File: src/rtl/tge_pkg.sv
// shared types and constants for the text encoding guesser
`timescale 1ns / 1ps
`default_nettype none

package tge_pkg;

	localparam int unsigned MAX_BYTES_DEF = 65536;

	typedef enum logic [1:0] {
		ENC_UTF8    = 2'd0,
		ENC_SJIS    = 2'd1,
		ENC_LATIN1  = 2'd2,
		ENC_DEFAULT = 2'd3
	} enc_t;

	// utf-8 byte-order mark
	localparam logic [7:0] BOM_0 = 8'hEF;
	localparam logic [7:0] BOM_1 = 8'hBB;
	localparam logic [7:0] BOM_2 = 8'hBF;

	// saturating increment for run and total counters
	function automatic logic [1:0] inc3(input logic [1:0] v);
		return (v == 2'd3) ? 2'd3 : v + 2'd1;
	endfunction

endpackage

`default_nettype wire

File: src/rtl/text_encoding_guesser.sv
// top level of the text encoding guesser
`timescale 1ns / 1ps
`default_nettype none

// Guesses the encoding of a message streamed one byte per beat, with tlast
// on its final byte. One byte is taken every clock cycle, with no gaps between
// messages, unless a stalled guess holds off the input; the per-byte update of
// the candidate flags and counters is combinational after the input register.
// A guess passes through the final-state snapshot and then the output
// register. A stalled guess holds off the input only when a final byte meets
// two guesses still waiting. Byte and upper-symbol counters saturate at
// MAX_BYTES. The sjis bias bit is written on the cfg port and survives message
// ends; write it only while no message is in flight.
module text_encoding_guesser #(
	parameter int unsigned MAX_BYTES = tge_pkg::MAX_BYTES_DEF
) (
	input  wire logic       clk,
	input  wire logic       arst_n,
	// config write
	input  wire logic       cfg_valid,
	output logic            cfg_ready,
	input  wire logic       cfg_data,     // sjis bias
	// byte stream
	input  wire logic       s_axis_tvalid,
	output logic            s_axis_tready,
	input  wire logic [7:0] s_axis_tdata, // [7:0] data_byte
	input  wire logic       s_axis_tlast, // last_byte
	// guess
	output logic            m_axis_tvalid,
	input  wire logic       m_axis_tready,
	output logic [7:0]      m_axis_tdata  // [1:0] encoding, [7:2] zero
);

	localparam int CNT_W = $clog2(MAX_BYTES + 1);
	localparam logic [CNT_W-1:0] MAX_CNT = CNT_W'(MAX_BYTES);

	typedef struct packed {
		logic             u8_ok;
		logic             sj_ok;
		logic             l1_ok;
		logic             bom_ok;
		logic             multibyte;
		logic [1:0]       kana_total;
		logic [1:0]       kana_run_max;
		logic [1:0]       dbl_run_max;
		logic [CNT_W-1:0] high_other;
		logic [CNT_W-1:0] count;
	} snap_t;

	logic assume_sjis_q;

	// message state
	logic             may_u8_q, may_l1_q, may_sj_q;
	logic [1:0]       u8_pend_q;
	logic             u8_multi_q;
	logic             sj_pend_q;
	logic [1:0]       kana_total_q, kana_run_q, kana_max_q;
	logic [1:0]       dbl_run_q, dbl_max_q;
	logic [CNT_W-1:0] high_other_q, count_q;
	logic             bom_q;

	// next state
	logic             may_u8_n, may_l1_n, may_sj_n;
	logic [1:0]       u8_pend_n;
	logic             u8_multi_n;
	logic             sj_pend_n;
	logic [1:0]       kana_total_n, kana_run_n, kana_max_n;
	logic [1:0]       dbl_run_n, dbl_max_n;
	logic [CNT_W-1:0] high_other_n, count_n;
	logic             bom_n;

	logic       valid_s1, last_s1;
	logic [7:0] byte_s1;
	logic       valid_s2;
	snap_t      snap_s2, snap_n;
	logic       out_valid_q;
	tge_pkg::enc_t enc_q, enc_n;

	logic out_free, s2_free, s1_fire;

	assign cfg_ready = 1'b1;

	always_ff @(posedge clk or negedge arst_n) begin
		if (!arst_n) begin
			assume_sjis_q <= 1'b0;
		end else if (cfg_valid) begin
			assume_sjis_q <= cfg_data;
		end
	end

	// handshake chain
	assign out_free      = !out_valid_q || m_axis_tready;
	assign s2_free       = !valid_s2 || out_free;
	assign s1_fire       = valid_s1 && (!last_s1 || s2_free);
	assign s_axis_tready = !valid_s1 || s1_fire;

	always_ff @(posedge clk or negedge arst_n) begin
		if (!arst_n) begin
			valid_s1 <= 1'b0;
		end else if (s_axis_tready) begin
			valid_s1 <= s_axis_tvalid;
		end
	end

	always_ff @(posedge clk) begin
		if (s_axis_tready && s_axis_tvalid) begin
			byte_s1 <= s_axis_tdata;
			last_s1 <= s_axis_tlast;
		end
	end

	// per-byte update
	always_comb begin
		logic [7:0] v;
		v = byte_s1;

		may_u8_n     = may_u8_q;
		may_l1_n     = may_l1_q;
		may_sj_n     = may_sj_q;
		u8_pend_n    = u8_pend_q;
		u8_multi_n   = u8_multi_q;
		sj_pend_n    = sj_pend_q;
		kana_total_n = kana_total_q;
		kana_run_n   = kana_run_q;
		kana_max_n   = kana_max_q;
		dbl_run_n    = dbl_run_q;
		dbl_max_n    = dbl_max_q;
		high_other_n = high_other_q;
		bom_n        = bom_q;

		case (count_q)
			CNT_W'(0): if (v != tge_pkg::BOM_0) bom_n = 1'b0;
			CNT_W'(1): if (v != tge_pkg::BOM_1) bom_n = 1'b0;
			CNT_W'(2): if (v != tge_pkg::BOM_2) bom_n = 1'b0;
			default: ;
		endcase
		count_n = (count_q < MAX_CNT) ? count_q + CNT_W'(1) : MAX_CNT;

		if (may_u8_q || may_l1_q || may_sj_q) begin
			if (may_u8_q) begin
				if (u8_pend_q != 2'd0) begin
					if (!v[7]) may_u8_n = 1'b0;
					else u8_pend_n = u8_pend_q - 2'd1;
				end else if (v[7]) begin
					if (!v[6]) begin
						may_u8_n = 1'b0;
					end else if (!v[5]) begin
						u8_pend_n  = 2'd1;
						u8_multi_n = 1'b1;
					end else if (!v[4]) begin
						u8_pend_n  = 2'd2;
						u8_multi_n = 1'b1;
					end else if (!v[3]) begin
						u8_pend_n  = 2'd3;
						u8_multi_n = 1'b1;
					end else begin
						u8_pend_n = 2'd3;
						may_u8_n  = 1'b0;
					end
				end
			end

			if (may_l1_q) begin
				if (v > 8'h7F && v < 8'hA0) begin
					may_l1_n = 1'b0;
				end else if (v > 8'h9F && (v < 8'hC0 || v == 8'hD7 || v == 8'hF7)) begin
					high_other_n = (high_other_q < MAX_CNT) ?
						high_other_q + CNT_W'(1) : MAX_CNT;
				end
			end

			if (may_sj_q) begin
				if (sj_pend_q) begin
					if (v < 8'h40 || v == 8'h7F || v > 8'hFC) may_sj_n = 1'b0;
					else sj_pend_n = 1'b0;
				end else if (v == 8'h80 || v == 8'hA0 || v > 8'hEF) begin
					may_sj_n = 1'b0;
				end else if (v > 8'hA0 && v < 8'hE0) begin
					// half-width katakana
					kana_total_n = tge_pkg::inc3(kana_total_q);
					dbl_run_n    = 2'd0;
					kana_run_n   = tge_pkg::inc3(kana_run_q);
					if (kana_run_n > kana_max_q) kana_max_n = kana_run_n;
				end else if (v > 8'h7F) begin
					// double-byte lead
					sj_pend_n  = 1'b1;
					kana_run_n = 2'd0;
					dbl_run_n  = tge_pkg::inc3(dbl_run_q);
					if (dbl_run_n > dbl_max_q) dbl_max_n = dbl_run_n;
				end else begin
					kana_run_n = 2'd0;
					dbl_run_n  = 2'd0;
				end
			end
		end

		snap_n.u8_ok        = may_u8_n && (u8_pend_n == 2'd0);
		snap_n.sj_ok        = may_sj_n && !sj_pend_n;
		snap_n.l1_ok        = may_l1_n;
		snap_n.bom_ok       = bom_n && (count_n > CNT_W'(3));
		snap_n.multibyte    = u8_multi_n;
		snap_n.kana_total   = kana_total_n;
		snap_n.kana_run_max = kana_max_n;
		snap_n.dbl_run_max  = dbl_max_n;
		snap_n.high_other   = high_other_n;
		snap_n.count        = count_n;
	end

	always_ff @(posedge clk or negedge arst_n) begin
		if (!arst_n) begin
			may_u8_q     <= 1'b1;
			may_l1_q     <= 1'b1;
			may_sj_q     <= 1'b1;
			u8_pend_q    <= 2'd0;
			u8_multi_q   <= 1'b0;
			sj_pend_q    <= 1'b0;
			kana_total_q <= 2'd0;
			kana_run_q   <= 2'd0;
			kana_max_q   <= 2'd0;
			dbl_run_q    <= 2'd0;
			dbl_max_q    <= 2'd0;
			high_other_q <= '0;
			count_q      <= '0;
			bom_q        <= 1'b1;
		end else if (s1_fire) begin
			if (last_s1) begin
				// message done, start fresh
				may_u8_q     <= 1'b1;
				may_l1_q     <= 1'b1;
				may_sj_q     <= 1'b1;
				u8_pend_q    <= 2'd0;
				u8_multi_q   <= 1'b0;
				sj_pend_q    <= 1'b0;
				kana_total_q <= 2'd0;
				kana_run_q   <= 2'd0;
				kana_max_q   <= 2'd0;
				dbl_run_q    <= 2'd0;
				dbl_max_q    <= 2'd0;
				high_other_q <= '0;
				count_q      <= '0;
				bom_q        <= 1'b1;
			end else begin
				may_u8_q     <= may_u8_n;
				may_l1_q     <= may_l1_n;
				may_sj_q     <= may_sj_n;
				u8_pend_q    <= u8_pend_n;
				u8_multi_q   <= u8_multi_n;
				sj_pend_q    <= sj_pend_n;
				kana_total_q <= kana_total_n;
				kana_run_q   <= kana_run_n;
				kana_max_q   <= kana_max_n;
				dbl_run_q    <= dbl_run_n;
				dbl_max_q    <= dbl_max_n;
				high_other_q <= high_other_n;
				count_q      <= count_n;
				bom_q        <= bom_n;
			end
		end
	end

	// final-state snapshot
	always_ff @(posedge clk or negedge arst_n) begin
		if (!arst_n) begin
			valid_s2 <= 1'b0;
		end else if (s2_free) begin
			valid_s2 <= s1_fire && last_s1;
		end
	end

	always_ff @(posedge clk) begin
		if (s2_free && s1_fire && last_s1) begin
			snap_s2 <= snap_n;
		end
	end

	// decision
	always_comb begin
		logic [CNT_W+3:0] high_x10;
		logic             two_kana;
		logic             many_high;
		high_x10  = ({4'd0, snap_s2.high_other} << 3) + ({4'd0, snap_s2.high_other} << 1);
		two_kana  = (snap_s2.kana_run_max == 2'd2) && (snap_s2.kana_total == 2'd2);
		many_high = high_x10 >= {4'd0, snap_s2.count};

		if (snap_s2.u8_ok && (snap_s2.bom_ok || snap_s2.multibyte)) begin
			enc_n = tge_pkg::ENC_UTF8;
		end else if (snap_s2.sj_ok && (assume_sjis_q || snap_s2.kana_run_max == 2'd3 ||
				snap_s2.dbl_run_max == 2'd3)) begin
			enc_n = tge_pkg::ENC_SJIS;
		end else if (snap_s2.l1_ok && snap_s2.sj_ok) begin
			enc_n = (two_kana || many_high) ? tge_pkg::ENC_SJIS : tge_pkg::ENC_LATIN1;
		end else if (snap_s2.l1_ok) begin
			enc_n = tge_pkg::ENC_LATIN1;
		end else if (snap_s2.sj_ok) begin
			enc_n = tge_pkg::ENC_SJIS;
		end else if (snap_s2.u8_ok) begin
			enc_n = tge_pkg::ENC_UTF8;
		end else begin
			enc_n = tge_pkg::ENC_DEFAULT;
		end
	end

	always_ff @(posedge clk or negedge arst_n) begin
		if (!arst_n) begin
			out_valid_q <= 1'b0;
		end else if (out_free) begin
			out_valid_q <= valid_s2;
		end
	end

	always_ff @(posedge clk) begin
		if (out_free && valid_s2) begin
			enc_q <= enc_n;
		end
	end

	assign m_axis_tvalid = out_valid_q;
	assign m_axis_tdata  = {6'd0, enc_q};

endmodule

`default_nettype wire
File: config.mk
export PLATFORM = sky130hd
export DESIGN_NAME = text_encoding_guesser
export DESIGN_NICKNAME = d
export VERILOG_FILES = /design/src/rtl/tge_pkg.sv /design/src/rtl/text_encoding_guesser.sv
export SDC_FILE = /design/constraint.sdc
export NUM_CORES = 1
export LEC_CHECK = 0
export ABC_AREA = 1
export ABC_CLOCK_PERIOD_IN_PS = 2800
export CAP_MARGIN = 20
export CORE_ASPECT_RATIO = 1.1
export CORE_MARGIN = 4
export CORE_UTILIZATION = 35
export DETAILED_ROUTE_END_ITERATION = 10
export DONT_BUFFER_PORTS = 1
export PLACE_DENSITY = 0.62
export SETUP_SLACK_MARGIN = 0.02
export SLEW_MARGIN = 30
export SYNTH_ARGS = -nofsm -noshare
export SYNTH_HDL_FRONTEND = slang
export SYNTH_SLANG_ARGS = --single-unit
File: constraint.sdc
create_clock -name clk -period 2.8 [get_ports clk]
set_input_delay 0.56 -clock clk [delete_from_list [all_inputs] [get_ports clk]]
set_output_delay 0.56 -clock clk [all_outputs]
set_load 0.03 [all_outputs]
==> flow_summary.toml, run 1 <==
[worst_setup_path]
end_kind = "register"
cp_max_fo = 3
rr_startpoint = "snap_s2[22]"
cp-start-kind = "register"
crit_type = "reg -> reg"
cp.required_ns = 2.91
r2r_setup_slack_ns = -0.11
rr_worst_depth = 21
arrival_ns = 3.02
timing.rr.end = "enc_q[0]"

[global_routing]
grt_overflow = 0
grt_pass1_wl_mm = 27.99
grt_max_degree = 53
first_global_vias = 5823
grt_util_all_layers_pct = 15.33
antenna_found_initial = 0

[cells_and_area]
layout.cells.non_filler = 1216
final_cell_area_mm2 = 0.008358
area_growth_pct = 17.07
utilization_pct = 41.93
mostFrequentLayoutCell = "nand2_1"
drive_above_1_share_pct = 15.87
antenna_cells = 0
final_cell_mix = "nand2_1 (213), inv_1 (164), nor2_1 (68), nand3_1 (60), edfxtp_1 (56)"
nets = 1018

[clock_tree]
htree_levels = 3
clk_latency_ns = 0.36
clk_pin_slew_worst_paths_ns = 0.07
cts_root_buf = "clkbuf_16"
cts_tree = "built"
cts_max_path_buffers = 2
cts_buffers = 9
clkSinkCount = 112

[floorplanning]
dieArea_mm2 = 0.02275
core-area_mm2 = 0.01993
ios = 26
die_w_um = 144.2
die_h_um = 157.8
rows = 54
start_util_pct = 35.82

[outcome]
status = "finished, violations left"
violations = "negative setup slack"

[routing]
wl_mm = 16.95
drt_iter0_drc = 290
vias = 5963
dr.pass1.iters = 5
drc = 0
ant_nets = 0
vias_per_cell = 4.904
routedWlPerCell_um = 13.94

[timing]
fmax_mhz = 343.5
finalMaxSlewViolations = 0
fin_tns_setup_ns = -0.2005
slew-limit-headroom_pct = 59.17
setup_viol = 2
final.setup_skew_ns = 0.01164
rsz0062_at_grt = "yes"
min_period_ns = 2.911
finalHoldViolations = 0
tightest_slew_ns = 0.6102
final.setup.worst_slack_ns = -0.1111
fin_crit_sh_pct = 104.0

[logic_synthesis]
synth_edf_count = 56
async_flop_share_pct = 50.00
synth_warnings = 0
ys_seq_elements = 112
synth_area_mm2 = 0.007139
ys.flop_type = "edfxtp_1"
netlist_instances = 918
synth_area_per_cell_um2 = 7.777
synth_cell_types = 53
seq_area_frac_synth_pct = 43.25

[place]
place_area_mm2 = 0.007634
gp_congestion = 0.9102
hpwl_mm = 12.71
place_ws_ns = -0.2641
dp_cells = 1190
portBuffers = 0

[job]
cap_violations = 0

[power_and_ir_drop]
p_per_area_mw_per_mm2 = 513.9
vdd_ir_drop_max_v = 0.0003737
cellLeakagePower_uw = 0.004050

[worst_hold_path]
min_path_type = "in -> async"
[worst max path at each step]
stage / startpoint / cells past startpoint / endpoint / slack [ns]
detailed placement: snap_s2[19] / 20 / enc_q[1] / -0.26
global placement: snap_s2[21] / 19 / enc_q[0] / -0.17
finish: snap_s2[22] / 21 / enc_q[0] / -0.11
CTS: snap_s2[17] / 23 / enc_q[0] / -0.11
floorplan: snap_s2[17] / 23 / enc_q[0] / 0.03
global route: snap_s2[22] / 22 / enc_q[0] / -0.28
[per-layer routing]
metal  GRT usage [%]  wire (µm)  vias to the layer above
met5               0          0                        -
met4           4.931        404                        0
met3           1.964        455                       35
met2           26.87       8394                      116
met1           19.62       7693                     2750
li1                -          -                     3062
[synth_stat cells, types with 3 or more instances]
cell type  number  area (µm²)
nand4_1        14       87.58
nand2_2         5       31.28
xor2_1         10       87.58
a31oi_1         5       31.28
nand2_1       226       848.3
o211ai_1        3       22.52
nor2_1         76       285.3
o21ai_0        44       220.2
inv_2           4       15.01
xnor2_1         6       52.55
o22ai_1        23       143.9
ha_1           43       538.0
nor2_2          3       18.77
or2_2           3       18.77
o21ai_1         9       45.04
clkbuf_1        4       15.01
nor3_1         14       70.07
inv_1         171       641.9
a21oi_1        22       110.1
buf_4           7       52.55
edfxtp_1       56        1682
nand3_1        68       340.3
buf_2           8       40.04
dfrtp_1        52        1301
and3_1          3       18.77
dfstp_2         4       105.1
[logic make-up (layout without fill, tap and decap cells)]
group                      count (synthesis)  after routing  synth area share (%)
other                                      2              7                0.1052
DFF                                      112            112                 43.25
xor gates and xnor gates                  16             16                 1.963
adders and majority gates                 44             44                 7.816
and+or+nand+nor                          424            424                 25.71
buffers and inverters                    197            238                 10.99
AOI/OAI and AO/OA                        123            123                 10.17
[power breakdown]
group,total [µW],switching (µW),internal [µW]
clock,1300,603,698
sequential,1970,88.1,1880
combinational,1020,628,396
total,4300,1320,2980
[area by class of cell]
cell class | count | area, µm²
clock buffers | 10 | 229.0
clock inverters | 6 | 67.56
fillers | 1913 | 11570
inverters | 176 | 661.9
multi-input cells | 614 | 3607
flip-flops and latches | 112 | 3088
well taps | 252 | 315.3
repair buffers | 46 | 389.1
[flip-flops by register name, indices dropped and copies added (netlist names)]
register	cells
bom_q	1
assume_sjis_q	1
may_l1_q	1
may_u8_q	1
count_q	17
byte_s1	8
last_s1	1
kana_run_q	2
dbl_max_q	2
dbl_run_q	2
kana_total_q	2
sj_pend_q	1
may_sj_q	1
valid_s2	1
enc_q	2
u8_pend_q	2
u8_multi_q	1
high_other_q	17
valid_s1	1
m_axis_tvalid	1
snap_s2	45
kana_max_q	2
[worst max-delay path, stage by stage, from the launching register on]
cell and delay (ns):
edfxtp_1 0.50, ha_4 0.35, nand2_4 0.06, buf_6 0.11
nor2_4 0.07, nand3_2 0.09, nand2_4 0.11, a31oi_4 0.10
xnor2_2 0.16, ha_1 0.31, nand2_1 0.07, nand2_1 0.05
nand2_1 0.06, nand2_1 0.04, inv_1 0.05, nand3_1 0.07
nor2_1 0.08, nand2_1 0.06, nor2_1 0.10, nand3_1 0.11
nand3_1 0.09, inv_1 0.04
[repair_timing]
item,CTS,global route
pin swaps,19,47
setup endpoints to repair,2,2
gates resized for setup,30,40
endpoints found under the hold margin,52,0
setup buffers,5,4
hold buffers,1,0
[stage by stage]
stage / hold WS, ns / total power [µW]
CTS: 0.03218 / 4269
global placement: 0.2661 / 2893
finish: 0.04607 / 4295
detailed placement: 0.2661 / 2906
floorplan: 0.2644 / 2651
global route: 0.03018 / 4550
Power figures use the tool's default switching activity.
==> run 2: changes to the inputs <==
- ABC_AREA: 1 -> 0
- CORE_MARGIN: 4 -> 5
- CTS_BUF_LIST: unset -> sky130_fd_sc_hd__clkbuf_4 sky130_fd_sc_hd__clkbuf_8
==> run 2 against run 1 <==
Effect of this change: clock power down 24%; wire length down 10%; synthesized cell count down 25%; first-iteration DRC count up 2.8%; final cell count down 19%; the run still ends with negative setup slack left; register-to-register slack worse by 0.65 ns; largest power group unchanged; critical path depth down 6; global-route usage down 0.99 points; die area down 3.1%; critical path type unchanged; power down 8.0%.
==> flow_summary.toml, run 2 <==
[outcome]
status = "finished, violations left"
violations = "negative setup slack"

[timing]
slew-limit-headroom_pct = 37.44
rsz0062_at_grt = "yes"
setup_viol = 2
tightest_slew_ns = 0.9362
fmax_mhz = 280.9
finalHoldViolations = 0
finalMaxSlewViolations = 0
fin_hold_ws_ns = 0.01901
fin_tns_setup_ns = -1.467
final.setup.worst_slack_ns = -0.7598
fin_crit_sh_pct = 127.1
min_period_ns = 3.560
final.setup_skew_ns = 0.009226

[logic_synthesis]
seq_area_frac_synth_pct = 46.03
synth_area_leaders = "edfxtp_1 (25%), dfrtp_1 (19%), ha_1 (8.0%), nor2_1 (3.5%), o21ai_0 (3.3%)"
ys_seq_elements = 112
synth_top_area_cell = "edfxtp_1"
async_flop_share_pct = 50.00
netlist_top_cells_count = "nor2_1 (63), edfxtp_1 (56), nand2_1 (56), dfrtp_1 (52), inv_1 (45)"
synth_warnings = 0
ys.flop_type = "edfxtp_1"
yosysMostFrequentCell = "nor2_1"
synth_cell_types = 67
synth_area_mm2 = 0.006709
synth_area_per_cell_um2 = 9.766
netlist_instances = 687
synth_edf_count = 56
yosysTopAreaCellShare_pct = 25.07

[worst_setup_path]
cp.required_ns = 2.94
rr_worst_depth = 15
cp_max_fo = 2
arrival_ns = 3.70
timing.rr.end = "enc_q[0]"
rr_startpoint = "snap_s2[18]"
cp-start-kind = "register"
crit_type = "reg -> reg"
r2r_setup_slack_ns = -0.76
end_kind = "register"

[routing]
ant_nets = 0
vias = 5168
drt_iter0_drc = 298
wl_mm = 15.25
dr.pass1.iters = 5
routedWlPerCell_um = 15.43
vias_per_cell = 5.231
drc = 0

[global_routing]
first_global_vias = 5030
grt_overflow = 0
grt_pass1_wl_mm = 25.59
antenna_found_initial = 0
grt_util_all_layers_pct = 14.33
grt_max_degree = 57

[floorplanning]
ios = 26
dieArea_mm2 = 0.02204
die_h_um = 155.2
rows = 53
die_w_um = 142.0
core-area_mm2 = 0.01897
start_util_pct = 35.37

[cells_and_area]
top_register = "snap_s2"
largest_reg_flops = 45
utilization_pct = 40.61
final_cell_area_mm2 = 0.007701
final-seq-area_mm2 = 0.003088
reg_top3 = "snap_s2 (45), count_q (17), high_other_q (17)"
nets = 795
multiInputGateArea_mm2 = 0.003391
antenna_cells = 0
drive_above_1_share_pct = 16.60
mostFrequentLayoutCell = "buf_4"
area_growth_pct = 14.79
final_cell_mix = "buf_4 (66), nor2_1 (61), nand2_1 (56), edfxtp_1 (56), dfrtp_1 (52)"
fill_cells = 1866

[power_and_ir_drop]
cellLeakagePower_uw = 0.003359
power.total_uw = 3953
vdd_ir_drop_max_v = 0.0002642
p_per_area_mw_per_mm2 = 513.3

[clock_tree]
clkSinkCount = 112
cts_root_buf = "clkbuf_8"
cts_max_path_buffers = 2
cts_buffers = 9
cts_tree = "built"
clk_pin_slew_worst_paths_ns = 0.12
htree_levels = 3
clk_latency_ns = 0.38

[place]
place_area_mm2 = 0.007380
portBuffers = 0
gp_congestion = 0.8367
hpwl_mm = 11.40

[job]
cap_violations = 0

[worst_hold_path]
min_path_type = "in -> async"
## run 2: cell types whose count changed in the layout (fill, tap and decap cells not counted), moves of 18 or more
cell,before,now
buf_4,41,66
nand2_1,213,56
o22ai_1,23,2
a21oi_1,17,35
a22o_1,0,25
nand3_1,60,22
inv_1,164,44
## run 2: worst max-delay path by stage
stage                startpoint        to  slack (ns)  cells after the start
detailed placement  snap_s2[18]  enc_q[0]       -0.86                     13
floorplan           snap_s2[18]  enc_q[0]       -0.55                     13
finish              snap_s2[18]  enc_q[0]       -0.76                     15
global placement    snap_s2[18]  enc_q[0]       -0.74                     13
global route        snap_s2[18]  enc_q[0]       -0.98                     15
CTS                 snap_s2[18]  enc_q[0]       -0.76                     15
## run 2: per-layer routing
metal	vias up	wire [µm]	share of wire, %	track usage [%]
li1	2579	-	-	-
met1	2486	6856	45	18.95
met2	88	7651	50	24.38
met3	15	507	3.3	1.937
met4	0	232	1.5	4.388
met5	-	0	0	0
## run 2: worst max-delay path, cell delays in order, from the launching register on
cell and delay [ns]:
edfxtp_1 0.41, ha_1 0.32, a211o_1 0.35, a211oi_4 0.30, o31a_2 0.19, o21bai_1 0.07, a21oi_2 0.13, xnor2_1 0.13
ha_1 0.28, a21oi_2 0.13, nor2b_1 0.05, o21ai_1 0.11, o2111ai_1 0.13, or4_4 0.45, nor4_4 0.18, nor2_1 0.08
## run 2: report_power, final
| group | total (µW) | switching, µW | internal (µW) |
|---|---|---|---|
| clock network | 987 | 623 | 364 |
| registers | 1980 | 99.7 | 1880 |
| logic | 983 | 550 | 433 |
| total | 3950 | 1270 | 2680 |
## run 2: area by class of cell
type | count | area share (%)
flip-flops and latches | 112 | 40.10
multi-input cells | 500 | 44.03
well taps | 247 | 4.013
inverters | 45 | 2.193
clock inverters | 7 | 1.007
clock buffers | 9 | 1.608
repair buffers | 68 | 7.051
## run 2: metrics by stage
step / std cells / setup slack (ns)
6_report: 988 / -0.7598
5_1_grt: 988 / -0.9804
4_1_cts: 987 / -0.7557
3_5_place_dp: 969 / -0.8601
3_3_place_gp: 969 / -0.7355
2_1_floorplan: 692 / -0.5490
## run 2: logic make-up after synthesis
logic type      count (synthesis)  share of synthesized area (%)
other cells                     2                         0.1119
compound gates                178                          17.79
xor+xnor                       32                          4.178
simple gates                  230                          16.95
flops                         112                          46.03
fa+ha+maj                      44                          8.318
mux                             9                          1.399
buf+inv                        80                          5.222
## run 2: what timing repair did
action / CTS / global route
endpoints found under the hold margin: 56 / 0
endpoints found under the setup margin: 2 / 2
setup buffers: 1 / 1
hold buffers: 1 / 0
resized for setup: 11 / 4
pin swaps: 2 / 2
